## src/hw/rtl/lxrd_pkg.sv

```systemverilog
// Shared types, constants and a helper function for the record decryptor.
package lxrd_pkg;

    // Generator constants
    localparam logic [31:0] LCG_MUL = 32'h41C6_4E6D;
    localparam logic [31:0] LCG_ADD = 32'h0000_6073;

    // Record layout (word positions)
    localparam logic [7:0] SEED_LO    = 8'd0;
    localparam logic [7:0] SEED_HI    = 8'd1;
    localparam logic [7:0] SUM_WORD   = 8'd3;
    localparam logic [7:0] HDR_WORDS  = 8'd4;
    localparam logic [7:0] BLK_WORDS  = 8'd28;
    localparam logic [7:0] BOX_LAST   = 8'd115;
    localparam logic [7:0] BOX_END    = 8'd116;
    localparam logic [7:0] PARTY_LAST = 8'd129;
    localparam logic [7:0] PARTY_END  = 8'd130;

    // Shuffle selection
    localparam int         SHUF_TYPES = 24;
    localparam logic [4:0] SHUF_MOD   = 5'd24;
    localparam logic [4:0] OFF_LAST   = 5'd27;

    typedef logic [4:0] shuf_t;
    typedef logic [1:0] blk_t;
    typedef logic [4:0] off_t;

    // Word status codes
    typedef enum logic [1:0] {
        ST_PLAIN  = 2'd0,
        ST_PASS   = 2'd1,
        ST_FAIL   = 2'd2,
        ST_LENGTH = 2'd3
    } status_t;

    // Block order for each shuffle type: output block i is input block ORDER[t][i]
    localparam blk_t ORDER [SHUF_TYPES][4] = '{
        '{2'd0, 2'd1, 2'd2, 2'd3}, '{2'd0, 2'd1, 2'd3, 2'd2},
        '{2'd0, 2'd2, 2'd1, 2'd3}, '{2'd0, 2'd3, 2'd1, 2'd2},
        '{2'd0, 2'd2, 2'd3, 2'd1}, '{2'd0, 2'd3, 2'd2, 2'd1},
        '{2'd1, 2'd0, 2'd2, 2'd3}, '{2'd1, 2'd0, 2'd3, 2'd2},
        '{2'd2, 2'd0, 2'd1, 2'd3}, '{2'd3, 2'd0, 2'd1, 2'd2},
        '{2'd2, 2'd0, 2'd3, 2'd1}, '{2'd3, 2'd0, 2'd2, 2'd1},
        '{2'd1, 2'd2, 2'd0, 2'd3}, '{2'd1, 2'd3, 2'd0, 2'd2},
        '{2'd2, 2'd1, 2'd0, 2'd3}, '{2'd3, 2'd1, 2'd0, 2'd2},
        '{2'd2, 2'd3, 2'd0, 2'd1}, '{2'd3, 2'd2, 2'd0, 2'd1},
        '{2'd1, 2'd2, 2'd3, 2'd0}, '{2'd1, 2'd3, 2'd2, 2'd0},
        '{2'd2, 2'd1, 2'd3, 2'd0}, '{2'd3, 2'd1, 2'd2, 2'd0},
        '{2'd2, 2'd3, 2'd1, 2'd0}, '{2'd3, 2'd2, 2'd1, 2'd0}
    };

    // One generator step, modulo 2^32
    function automatic logic [31:0] lcg_step(input logic [31:0] s);
        logic [31:0] prod;
        prod = s * LCG_MUL;
        return prod + LCG_ADD;
    endfunction

endpackage

```

## src/hw/rtl/lxrd_unshuffle.sv

```systemverilog
// Destination index of a data-block word, undoing the four-block shuffle.
module lxrd_unshuffle (
    input  lxrd_pkg::shuf_t shuf_type,
    input  lxrd_pkg::blk_t  blk,
    input  lxrd_pkg::off_t  off,
    output logic [7:0]      dest
);
    import lxrd_pkg::*;

    blk_t       dst_blk;
    logic [7:0] blk_base;
    logic [4:0] t_idx;

    // Shuffle type is always below 24 once reduced; guard the table index anyway
    assign t_idx = (shuf_type < SHUF_MOD) ? shuf_type : 5'd0;

    // Find the output block that holds this input block
    always_comb
    begin
        dst_blk = 2'd0;
        for (int i = 0; i < 4; i++)
        begin
            if (ORDER[t_idx][i[1:0]] == blk)
            begin
                dst_blk = blk_t'(i);
            end
        end
    end

    assign blk_base = 8'(dst_blk) * BLK_WORDS;
    assign dest     = HDR_WORDS + blk_base + 8'(off);

endmodule

```

## src/hw/rtl/lcg_xor_record_decrypt.sv

```systemverilog
// Top level of the LCG keystream record decryptor.
//
// Takes one 16-bit record word per cycle and gives one result word per
// cycle while results are taken. A word accepted goes into the input
// register and then into the result register, which presents its result;
// a stalled result holds the input register and blocks further words until
// it is taken. The clock period is set by the generator step, one 32-bit
// constant multiply-add done combinationally between the input and result
// registers. Words 0/1 build the seed, word 3 holds the stored checksum,
// words 4..115 are decrypted and given their unshuffled position, word
// 115 reports the checksum, and words 116..129 are decrypted with a
// freshly reseeded generator. A last flag anywhere but word 115 or 129
// flags a bad length.
// No clearing pass is needed after reset.
module lcg_xor_record_decrypt (
    input  logic        clk,
    input  logic        rst_n,
    input  logic [15:0] word_in,
    input  logic        last,
    input  logic        word_valid,
    output logic        word_ready,
    output logic [15:0] word_out,
    output logic [7:0]  dest_index,
    output logic [1:0]  status,
    output logic        result_valid,
    input  logic        result_ready
);
    import lxrd_pkg::*;

    // Input stage
    logic        in_valid_reg;
    logic [15:0] in_word_reg;
    logic        in_last_reg;
    logic        advance;

    // Record state
    logic [7:0]  pos_reg,    pos_next;
    logic [31:0] seed_reg,   seed_next;
    logic [31:0] lcg_reg,    lcg_next;
    logic [15:0] stored_reg, stored_next;
    logic [15:0] sum_reg,    sum_next;
    shuf_t       shuf_reg,   shuf_next;
    blk_t        blk_reg,    blk_next;
    off_t        off_reg,    off_next;

    // Result stage
    logic        out_valid_reg;
    logic [15:0] out_word_reg, out_word_next;
    logic [7:0]  out_dest_reg, out_dest_next;
    status_t     out_stat_reg, out_stat_next;

    logic [31:0] lcg_adv;
    logic [7:0]  box_dest;
    logic [4:0]  shuf_raw;

    // Handshake: a word moves on when the result register is free or emptying
    assign advance    = in_valid_reg && (!out_valid_reg || result_ready);
    assign word_ready = !in_valid_reg || advance;

    // Generator step, reseeded at the first optional word
    assign lcg_adv  = lcg_step((pos_reg == BOX_END) ? seed_reg : lcg_reg);
    // Seed bits 17..13 span the two seed words
    assign shuf_raw = {in_word_reg[1:0], seed_reg[15:13]};

    lxrd_unshuffle u_unshuffle (
        .shuf_type (shuf_reg),
        .blk       (blk_reg),
        .off       (off_reg),
        .dest      (box_dest)
    );

    // Per-word decode and state update
    always_comb
    begin
        pos_next      = pos_reg;
        seed_next     = seed_reg;
        lcg_next      = lcg_reg;
        stored_next   = stored_reg;
        sum_next      = sum_reg;
        shuf_next     = shuf_reg;
        blk_next      = blk_reg;
        off_next      = off_reg;
        out_word_next = in_word_reg;
        out_dest_next = 8'd0;
        out_stat_next = ST_PLAIN;

        if (pos_reg < HDR_WORDS)
        begin
            out_dest_next = pos_reg;
            if (pos_reg == SEED_LO)
            begin
                seed_next = {seed_reg[31:16], in_word_reg};
            end
            else if (pos_reg == SEED_HI)
            begin
                seed_next = {in_word_reg, seed_reg[15:0]};
                lcg_next  = {in_word_reg, seed_reg[15:0]};
                shuf_next = (shuf_raw >= SHUF_MOD) ? (shuf_raw - SHUF_MOD) : shuf_raw;
            end
            else if (pos_reg == SUM_WORD)
            begin
                stored_next = in_word_reg;
            end
        end
        else if (pos_reg < BOX_END)
        begin
            out_word_next = in_word_reg ^ lcg_adv[31:16];
            lcg_next      = lcg_adv;
            sum_next      = sum_reg + out_word_next;
            out_dest_next = box_dest;
            // Block / offset counters track the position within the data blocks
            if (off_reg == OFF_LAST)
            begin
                off_next = 5'd0;
                blk_next = blk_reg + 2'd1;
            end
            else
            begin
                off_next = off_reg + 5'd1;
            end
            if (pos_reg == BOX_LAST)
            begin
                out_stat_next = (sum_next == stored_reg) ? ST_PASS : ST_FAIL;
            end
        end
        else if (pos_reg < PARTY_END)
        begin
            out_word_next = in_word_reg ^ lcg_adv[31:16];
            lcg_next      = lcg_adv;
            out_dest_next = pos_reg;
        end

        // End of record, or step on (saturating past the last word)
        if (in_last_reg)
        begin
            if (pos_reg != BOX_LAST && pos_reg != PARTY_LAST)
            begin
                out_stat_next = ST_LENGTH;
            end
            pos_next = 8'd0;
            sum_next = 16'd0;
            blk_next = 2'd0;
            off_next = 5'd0;
        end
        else if (pos_reg < PARTY_END)
        begin
            pos_next = pos_reg + 8'd1;
        end
    end

    // Control and record state
    always_ff @(posedge clk or negedge rst_n)
    begin
        if (!rst_n)
        begin
            in_valid_reg  <= 1'b0;
            out_valid_reg <= 1'b0;
            pos_reg       <= '0;
            seed_reg      <= '0;
            lcg_reg       <= '0;
            stored_reg    <= '0;
            sum_reg       <= '0;
            shuf_reg      <= '0;
            blk_reg       <= '0;
            off_reg       <= '0;
        end
        else
        begin
            if (word_ready)
            begin
                in_valid_reg <= word_valid;
            end
            if (advance)
            begin
                out_valid_reg <= 1'b1;
                pos_reg       <= pos_next;
                seed_reg      <= seed_next;
                lcg_reg       <= lcg_next;
                stored_reg    <= stored_next;
                sum_reg       <= sum_next;
                shuf_reg      <= shuf_next;
                blk_reg       <= blk_next;
                off_reg       <= off_next;
            end
            else if (result_ready)
            begin
                out_valid_reg <= 1'b0;
            end
        end
    end

    // Payload registers
    always_ff @(posedge clk)
    begin
        if (word_ready && word_valid)
        begin
            in_word_reg <= word_in;
            in_last_reg <= last;
        end
        if (advance)
        begin
            out_word_reg <= out_word_next;
            out_dest_reg <= out_dest_next;
            out_stat_reg <= out_stat_next;
        end
    end

    assign result_valid = out_valid_reg;
    assign word_out     = out_word_reg;
    assign dest_index   = out_dest_reg;
    assign status       = out_stat_reg;

`ifndef NO_ASSERTIONS
    // Position saturates one past the last optional word
    a_pos_range: assert property (@(posedge clk) disable iff (!rst_n)
        pos_reg <= PARTY_END)
        else $error("position beyond record end");

    // Block counters agree with the position inside the data blocks
    a_blk_track: assert property (@(posedge clk) disable iff (!rst_n)
        (pos_reg >= HDR_WORDS && pos_reg <= BOX_LAST) |->
        (pos_reg == HDR_WORDS + 8'(blk_reg) * BLK_WORDS + 8'(off_reg)))
        else $error("block counters out of step with position");

    // A last word restarts the record
    a_last_clear: assert property (@(posedge clk) disable iff (!rst_n)
        (advance && in_last_reg) |=> (pos_reg == 8'd0 && sum_reg == 16'd0))
        else $error("record state not cleared after last word");

    // Checksum status only on a data-block word
    a_sum_dest: assert property (@(posedge clk) disable iff (!rst_n)
        (result_valid && (status == ST_PASS || status == ST_FAIL)) |->
        (dest_index >= HDR_WORDS && dest_index <= BOX_LAST))
        else $error("checksum status on a word outside the data blocks");

    // A result appears only after a word has moved through
    a_out_source: assert property (@(posedge clk) disable iff (!rst_n)
        $rose(result_valid) |-> $past(advance))
        else $error("result without a processed word");
`endif

endmodule

```

## config.mk

```make
export PLATFORM = sky130hd
export DESIGN_NAME = lcg_xor_record_decrypt
export DESIGN_NICKNAME = d
export VERILOG_FILES = /design/src/hw/rtl/lxrd_pkg.sv /design/src/hw/rtl/lxrd_unshuffle.sv /design/src/hw/rtl/lcg_xor_record_decrypt.sv
export SDC_FILE = /design/constraint.sdc
export NUM_CORES = 1
export LEC_CHECK = 0
export ABC_AREA = 1
export BUFFER_PORTS_ARGS = -buffer_cell sky130_fd_sc_hd__buf_4
export CAP_MARGIN = 40
export CORE_AREA = 2 2 196 198
export CTS_CLUSTER_DIAMETER = 40
export DETAILED_ROUTE_END_ITERATION = 8
export DIE_AREA = 0 0 198 200
export REMOVE_ABC_BUFFERS = 1
export SYNTH_ARGS = -nofsm -noshare
export SYNTH_HDL_FRONTEND = slang
export SYNTH_SLANG_ARGS = --single-unit
```

## constraint.sdc

```tcl
create_clock -name clk -period 12.1 [get_ports clk]
set_input_delay 1.21 -clock clk [delete_from_list [all_inputs] [get_ports clk]]
set_output_delay 1.21 -clock clk [all_outputs]
set_load 0.03 [all_outputs]
```

==> impl_metrics.json, run 1 <==
{
  "status": "complete, no violations",
  "synth_edf_count": 43,
  "h-tree-depth": 4,
  "first_pass_iters": 5,
  "cp-end-kind": "flip-flop",
  "min_path_cells": 2,
  "max_cap_violations": 0,
  "vias": 14000,
  "n_antenna_cell": 0,
  "synth_xor_area_share_pct": 3.56,
  "crit_path_frequent_cell": "inv_1",
  "grt_antenna_before_repair": 0,
  "die_h_um": 200,
  "hold_buffers": 0,
  "totalNegativeSetupSlack_ns": 0,
  "setup_viol": 0,
  "worstHoldPathType": "flip-flop to flip-flop",
  "nNetsFinal": 2664,
  "muxShareOfSynthArea_pct": 0,
  "synthToLayoutAreaGrowth_pct": 9.59,
  "path_clk_slew_ns": 0.07,
  "worst-setup-path-type": "flip-flop to flip-flop",
  "worst_pin_slew_ns": 0.905,
  "reg2reg_depth": 43,
  "ys_seq_area_share_pct": 23.3,
  "synth_compound_area_share_pct": 9.73,
  "synth_top_family_by_area": "adder cells",
  "slowest_delay_ns": 0.87,
  "yosysWarnings": 0,
  "routed_wl_mm": 49.6,
  "slowest_stage": "o21ai_0",
  "slew_headroom_pct": 39.0,
  "rsz0062_at_grt": "false",
  "synthesis.area_um2": 18200,
  "final_util_pct": 53.4,
  "cp.arrival_ns": 11.34,
  "period_share_pct": 92.2,
  "r2r_slack_ns": 0.95,
  "overflow": 0,
  "synth_commonest_cells": "inv_1 (584), nand2_1 (342), ha_1 (242), fa_1 (191), o21ai_0 (172)",
  "grt_pass1_vias": 14400,
  "fin_worst_skew_ns": 0.00870,
  "dpl.hpwl_mm": 41.8,
  "cts_resized": 0,
  "fmax_ghz": 0.0897,
  "clock_tree.root_cell": "clkbuf_16",
  "critPathBufInv": 11,
  "dieArea_um2": 39600,
  "crit_path_max_fanout": 60,
  "postSynthCellCount": 2158,
  "clk_latency_ns": 0.44,
  "yosys_register_bits": 161,
  "clk_path_buf_depth": 2,
  "final_antenna_net_count": 0,
  "hold_viol": 0,
  "synth_ff_type": "dfrtp_1",
  "wl_per_cell_um": 18.2,
  "start_util_pct": 48.7,
  "vias_per_cell": 5.11,
  "grt_pass1_wl_mm": 79.1,
  "synth_area_per_cell_um2": 8.44,
  "tritoncts": "built",
  "yosysMostFrequentCell": "inv_1",
  "num_rows": 71,
  "port_buffers": 48,
  "grt_max_degree": 61,
  "route.detailed.drc": 0,
  "period_minus_slack_ns": 11.15,
  "fp.coreArea_um2": 37400,
  "synth_area_leaders": "fa_1 (21%), ha_1 (17%), dfrtp_1 (16%), inv_1 (12%), edfxtp_1 (7.1%)",
  "cp-start-kind": "flip-flop",
  "cp.depth": 43,
  "synthSimpleGateAreaFrac_pct": 12.8,
  "drt_first_iter_violations": 975,
  "synth_top_area_share_pct": 21.0,
  "ys_async_sr_fraction_pct": 73.3,
  "clock-sinks": 161,
  "synth_cell_types": 51,
  "post_cts_buffers": 0,
  "grt.total_usage_pct": 26.5,
  "die_width_um": 198,
  "worstPathRequired_ns": 12.29,
  "synth_adder_area_share_pct": 37.6,
  "ios": 49,
  "yosysTopAreaCell": "fa_1",
  "place.gp.congestion": 0.938,
  "slew_violations": 0,
  "layout-drive-gt1-share_pct": 6.25,
  "crit_family": "adder cells",
  "cts_buffers": 17
}
-- cells in the final DEF (no fill, tap or decap), types with 5 or more instances in the layout --
cell type	count
inv_1	584
nand2_1	342
ha_1	242
fa_1	191
o21ai_0	172
dfrtp_1	118
a21oi_1	82
nor2_1	68
nand3_1	67
buf_4	62
xor2_1	52
edfxtp_1	43
xnor2_1	22
clkbuf_16	17
nor3_1	12
nand2_2	11
o22ai_1	11
o211ai_1	10
or2_2	10
a31oi_1	10
nand3b_1	8
o21ai_1	6
a21o_1	6
inv_2	5
o21a_1	5
nand4_1	5
o21bai_1	5
bufinv_16	5
-- per-stage QoR --
step / hold WS [ns] / worst slack (ns) / std cells / cell area (um2)
after floorplan: 0.444 / 2.67 / 2124 / 18100
after global placement: 0.462 / 1.08 / 2697 / 19200
after detailed placement: 0.469 / 1.05 / 2702 / 19300
after CTS: 0.486 / 0.989 / 2734 / 20000
after global routing: 0.515 / 0.249 / 2734 / 20000
final: 0.488 / 0.947 / 2734 / 20000
-- final timing paths --
kind / start / to
worst max-delay path: pos_reg[7]$_DFFE_PN0P_ / status[1]$_DFFE_PP_
max in group asynchronous: rst_n / seed_reg[3]$_DFFE_PN0P_
worst min register to register: seed_reg[20]$_DFFE_PN0P_ / seed_reg[20]$_DFFE_PN0P_
worst min-delay path: seed_reg[20]$_DFFE_PN0P_ / seed_reg[20]$_DFFE_PN0P_
worst max register to register: pos_reg[7]$_DFFE_PN0P_ / status[1]$_DFFE_PP_
min in group asynchronous: rst_n / off_reg[1]$_DFFE_PN0P_
-- layer usage --
layer | global-route usage [%] | vias up | share of wire, %
met1 | 36.1 | 6805 | 45
met4 | 7.16 | 0 | 2.3
met2 | 45.0 | 339 | 48
li1 | - | 6769 | -
met5 | 0 | - | 0
met3 | 3.14 | 52 | 4.5
-- tightest hold or removal path: stages, from the launching register on --
cell and delay [ns]:
dfrtp_1 0.34, nand2_1 0.05, o21ai_0 0.06
-- kinds of logic (layout without fill, tap and decap cells) --
family	count (synthesis)	count (layout)
buffers and inverters	624	689
and+or+nand+nor	542	542
adders and majority gates	433	433
AOI/OAI and AO/OA	324	324
DFF	161	161
xor gates and xnor gates	74	74
-- layout make-up --
type | count | area, um2
Clock buffer | 17 | 425
Clock inverter | 15 | 243
Multi-Input combinational cell | 1373 | 11600
Timing Repair Buffer | 67 | 578
Sequential cell | 161 | 4240
Inverter | 590 | 2210
Tap cell | 511 | 639
Fill cell | 3555 | 17400
Power of run 1 is left out: the tool's default activity adds up to more than one toggle a clock period on the data nets, which glitch-free logic cannot reach.
==> run 2, diff against run 1 <==
--- a/config.mk
+++ b/config.mk
@@ -8,10 +8,13 @@
 export ABC_AREA = 1
 export BUFFER_PORTS_ARGS = -buffer_cell sky130_fd_sc_hd__buf_4
 export CAP_MARGIN = 40
-export CORE_AREA = 2 2 196 198
+export CELL_PAD_IN_SITES_DETAIL_PLACEMENT = 1
+export CELL_PAD_IN_SITES_GLOBAL_PLACEMENT = 1
+export CORE_AREA = 2 2 232 234
 export CTS_CLUSTER_DIAMETER = 40
 export DETAILED_ROUTE_END_ITERATION = 8
-export DIE_AREA = 0 0 198 200
+export DIE_AREA = 0 0 234 236
+export PLACE_DENSITY_LB_ADDON = 0.1
 export REMOVE_ABC_BUFFERS = 1
 export SYNTH_ARGS = -nofsm -noshare
 export SYNTH_HDL_FRONTEND = slang
==> run 2 against run 1 <==
Net effect:
- cell count grew 7.0%
- critical path depth grew 3
- count of clock-buffer cells in the layout up 1
- die area rose by 39%
- clock skew up 0.0018 ns
==> impl_metrics.json, run 2 (same netlist as run 1, synthesis figures left out) <==
{
  "status": "complete, no violations",
  "period_share_pct": 92.0,
  "slew_headroom_pct": 43.3,
  "tritoncts": "built",
  "wl_per_cell_um": 19.5,
  "drt_first_iter_violations": 547,
  "slew_violations": 0,
  "place_area_um2": 19500,
  "worstHoldPathType": "flip-flop to flip-flop",
  "grt_pass1_wl_mm": 89.7,
  "vias": 14000,
  "fin_area_um2": 20100,
  "reg2reg_depth": 46,
  "worst-setup-path-type": "flip-flop to flip-flop",
  "cp-start-kind": "flip-flop",
  "crit_path_frequent_cell": "nand2_1",
  "fin_worst_skew_ns": 0.0105,
  "cp.arrival_ns": 11.32,
  "min_path_cells": 2,
  "die_h_um": 236,
  "start_util_pct": 34.3,
  "clock-sinks": 161,
  "die_width_um": 234,
  "dieArea_um2": 55200,
  "first_pass_iters": 4,
  "vias_per_cell": 4.78,
  "place.gp.congestion": 0.871,
  "max_cap_violations": 0,
  "clock_tree.root_cell": "clkbuf_16",
  "final_antenna_net_count": 0,
  "route.detailed.drc": 0,
  "setup_viol": 0,
  "cts_buffers": 17,
  "crit_path_max_fanout": 39,
  "n_antenna_cell": 0,
  "crit_start": "pos_reg[1]$_DFFE_PN0P_",
  "hold_viol": 0,
  "post_cts_buffers": 0,
  "port_buffers": 48,
  "grt_max_degree": 57,
  "slowest_delay_ns": 0.70,
  "num_rows": 85,
  "grt.total_usage_pct": 21.5,
  "holdPathEnd": "seed_reg[25]$_DFFE_PN0P_",
  "h-tree-depth": 4,
  "worstPathRequired_ns": 12.29,
  "synthToLayoutAreaGrowth_pct": 10.4,
  "period_minus_slack_ns": 11.13,
  "totalNegativeSetupSlack_ns": 0,
  "hold_buffers": 0,
  "fin_ws_ns": 0.971,
  "hold_path_startpoint": "seed_reg[25]$_DFFE_PN0P_",
  "cts_resized": 0,
  "fp.coreArea_um2": 53100,
  "clk_latency_ns": 0.45,
  "slowest_stage": "o21ai_0",
  "layout-drive-gt1-share_pct": 6.46,
  "pre_cts_ws_ns": 0.812,
  "dpl.hpwl_mm": 48.7,
  "final_common_cell": "inv_1",
  "fmax_ghz": 0.0899,
  "routed_wl_mm": 56.9,
  "nNetsFinal": 2670,
  "path_clk_slew_ns": 0.07,
  "cp-end-kind": "flip-flop",
  "rr_endpoint": "status[1]$_DFFE_PP_",
  "r2r-start": "pos_reg[1]$_DFFE_PN0P_",
  "grt_pass1_vias": 15300,
  "final_cell_mix": "inv_1 (584), nand2_1 (342), ha_1 (242), fa_1 (191), o21ai_0 (171)",
  "clk_path_buf_depth": 2,
  "overflow": 0,
  "grt_antenna_before_repair": 0,
  "worst_pin_slew_ns": 0.842,
  "rsz0062_at_grt": "false",
  "ios": 49,
  "r2r_slack_ns": 0.97
}
[run 2: changes by cell type in the layout (fill, tap and decap cells not counted), sizes merged]
cell and delta:
bufinv -3, clkinvlp +3, clkbuf +1, buf +6, clkinv +2, inv -3
[run 2: metrics by stage]
stage / util [%] / hold slack [ns] / instances
floorplan: - / 0.444 / 2124
global placement: 36.7 / 0.462 / 2890
detailed placement: 36.8 / 0.468 / 2893
CTS: 37.9 / 0.486 / 2925
global route: 37.9 / 0.515 / 2925
finish: 37.9 / 0.484 / 2925
[run 2: per-layer routing]
layer	GRT usage [%]	vias up	routed length [um]
met5	0	-	0
met4	3.68	0	661
met3	1.66	30	987
met2	37.5	136	28800
met1	29.3	7033	26500
li1	-	6770	-
[run 2: worst max-delay path: cells and delay by family, from the launching register on]
family,cells,cell delay (ns)
compound gates,5,1.67
xor+xnor,2,0.62
fa+ha+maj,11,4.79
buf+inv,9,0.90
flops,1,0.41
simple gates,19,2.46
[run 2: how the worst max path moves through the flow]
stage / end / slack, ns / depth (start not counted)
floorplan: status[1]$_DFFE_PP_ / 2.67 / 46
global placement: status[1]$_DFFE_PP_ / 0.94 / 43
detailed placement: status[1]$_DFFE_PP_ / 0.81 / 45
CTS: status[1]$_DFFE_PP_ / 0.75 / 45
global route: status[1]$_DFFE_PP_ / 0.07 / 46
finish: status[1]$_DFFE_PP_ / 0.97 / 46
[run 2: final cells by class]
class | instances | area (um2)
tap | 696 | 871
clock inverter | 14 | 153
timing repair buffer | 73 | 573
sequential | 161 | 4240
inverter | 590 | 2210
multi-input combinational | 1373 | 11600
fill | 6318 | 33000
clock buffer | 18 | 439
Power of run 2 is left out for the same reason.
==> run 3, diff against run 2 <==
--- a/config.mk
+++ b/config.mk
@@ -10,10 +10,10 @@
 export CAP_MARGIN = 40
 export CELL_PAD_IN_SITES_DETAIL_PLACEMENT = 1
 export CELL_PAD_IN_SITES_GLOBAL_PLACEMENT = 1
-export CORE_AREA = 2 2 232 234
+export CORE_AREA = 2 2 176 307
 export CTS_CLUSTER_DIAMETER = 40
 export DETAILED_ROUTE_END_ITERATION = 8
-export DIE_AREA = 0 0 234 236
+export DIE_AREA = 0 0 178 309
 export PLACE_DENSITY_LB_ADDON = 0.1
 export REMOVE_ABC_BUFFERS = 1
 export SYNTH_ARGS = -nofsm -noshare
==> run 3 against run 2 <==
Net effect:
- setup slack worse by 0.096 ns
- global-route usage increased by 2.1 points
- sequential share of layout area about the same
- via count increased by 1.4%
- count of clock-buffer cells in the layout unchanged
- utilization grew 0.54 points
- die area down 0.40%
- critical path depth up 3
==> impl_metrics.json, run 3 (same netlist as run 1, synthesis figures left out) <==
{
  "period_minus_slack_ns": 11.22,
  "clock-sinks": 161,
  "overflow": 0,
  "slowest_delay_ns": 0.54,
  "tritoncts": "built",
  "die_width_um": 178,
  "path_clk_slew_ns": 0.08,
  "cts_buffers": 17,
  "first_pass_iters": 6,
  "final_cell_mix": "inv_1 (583), nand2_1 (342), ha_1 (241), fa_1 (191), o21ai_0 (170)",
  "die_h_um": 309,
  "grt_max_degree": 58,
  "final_common_cell": "inv_1",
  "period_share_pct": 92.8,
  "cp-end-kind": "flip-flop",
  "vias": 14200,
  "max_cap_violations": 0,
  "route.detailed.drc": 0,
  "num_rows": 111,
  "hold_viol": 0,
  "grt.total_usage_pct": 23.6,
  "setup_viol": 0,
  "wl_per_cell_um": 21.1,
  "worstPathRequired_ns": 12.30,
  "h-tree-depth": 4,
  "rsz0062_at_grt": "false",
  "pre_cts_ws_ns": 0.401,
  "crit_path_frequent_cell": "inv_1",
  "start_util_pct": 34.8,
  "place.gp.congestion": 0.891,
  "worst_pin_slew_ns": 0.809,
  "fin_ws_ns": 0.875,
  "clk_latency_ns": 0.45,
  "slew_violations": 0,
  "cp.arrival_ns": 11.43,
  "slew_headroom_pct": 46.1,
  "routed_wl_mm": 61.5,
  "grt_antenna_before_repair": 0,
  "crit_start": "pos_reg[0]$_DFFE_PN0P_",
  "fmax_ghz": 0.0891,
  "final_antenna_net_count": 0,
  "critPathBufInv": 10,
  "fin_worst_skew_ns": 0.0124,
  "fp.coreArea_um2": 52400,
  "layout-drive-gt1-share_pct": 6.68,
  "dpl.hpwl_mm": 53.7,
  "dieArea_um2": 55000,
  "grt_pass1_vias": 16100,
  "n_antenna_cell": 0,
  "status": "complete, no violations",
  "vias_per_cell": 4.87,
  "port_buffers": 48,
  "drt_first_iter_violations": 441,
  "nNetsFinal": 2672,
  "crit_family": "adder cells",
  "worst-setup-path-type": "flip-flop to flip-flop",
  "clk_path_buf_depth": 2,
  "crit_path_max_fanout": 38,
  "cp-start-kind": "flip-flop",
  "grt_pass1_wl_mm": 95.0,
  "totalNegativeSetupSlack_ns": 0,
  "slowest_stage": "fa_1",
  "r2r-start": "pos_reg[0]$_DFFE_PN0P_",
  "clock_tree.root_cell": "clkbuf_16",
  "hold_path_startpoint": "seed_reg[18]$_DFFE_PN0P_",
  "worstHoldPathType": "flip-flop to flip-flop",
  "synthToLayoutAreaGrowth_pct": 10.5,
  "ios": 49
}
-- run 3: per-stage QoR --
step                cells  cell area [um2]  util [%]  hold slack [ns]
floorplan            2124            18100         -            0.444
global placement     2872            19400      37.1            0.464
detailed placement   2875            19500      37.2            0.470
CTS                  2907            20100      38.4            0.488
global route         2909            20100      38.4            0.504
finish               2909            20100      38.4            0.482
-- run 3: worst register-to-register path, delay by kind of cell (launching register included) --
kind	cells	cell delay, ns
buffers and inverters	10	0.97
XOR/XNOR	3	0.84
adder cells (fa/ha/maj)	11	4.28
AND/OR/NAND/NOR	18	2.79
flip-flops	1	0.43
AO/OA/AOI/OAI	7	1.68
-- run 3: cell type report --
cell class	count	area, um2
inverter	590	2220
fill	6213	32200
clock buffer	18	450
sequential	161	4240
multi-input combinational	1373	11600
tap	678	848
timing repair buffer	75	588
clock inverter	14	148
-- run 3: path summary, 6_finish.rpt --
kind                                         endpoint  slack [ns]  cells after the start
min reg2reg                  seed_reg[18]$_DFFE_PN0P_        0.48                      2
max                               status[1]$_DFFE_PP_        0.88                     49
max in group asynchronous  stored_reg[13]$_DFFE_PN0P_       10.06                      3
min in group asynchronous      off_reg[3]$_DFFE_PN0P_        0.83                      1
min                          seed_reg[18]$_DFFE_PN0P_        0.48                      2
max reg2reg                       status[1]$_DFFE_PP_        0.88                     49
-- run 3: timing repair --
item	4_1_cts	5_1_grt
resized for setup	0	5
buffers inserted	0	2
hold buffers	0	0
endpoints found under the setup margin	0	2
hold endpoints to repair	0	0
-- run 3: layer usage --
layer  track usage (%)  vias to the layer above  part of all wire [%]  routed length, um
met3              1.77                      107                   1.3                823
met4              12.3                        0                   5.7               3520
met2              47.3                      179                    58              35600
li1                  -                     6771                     -                  -
met1              23.7                     7103                    35              21600
met5                 0                        -                     0                  0
Power of run 3 is left out for the same reason.
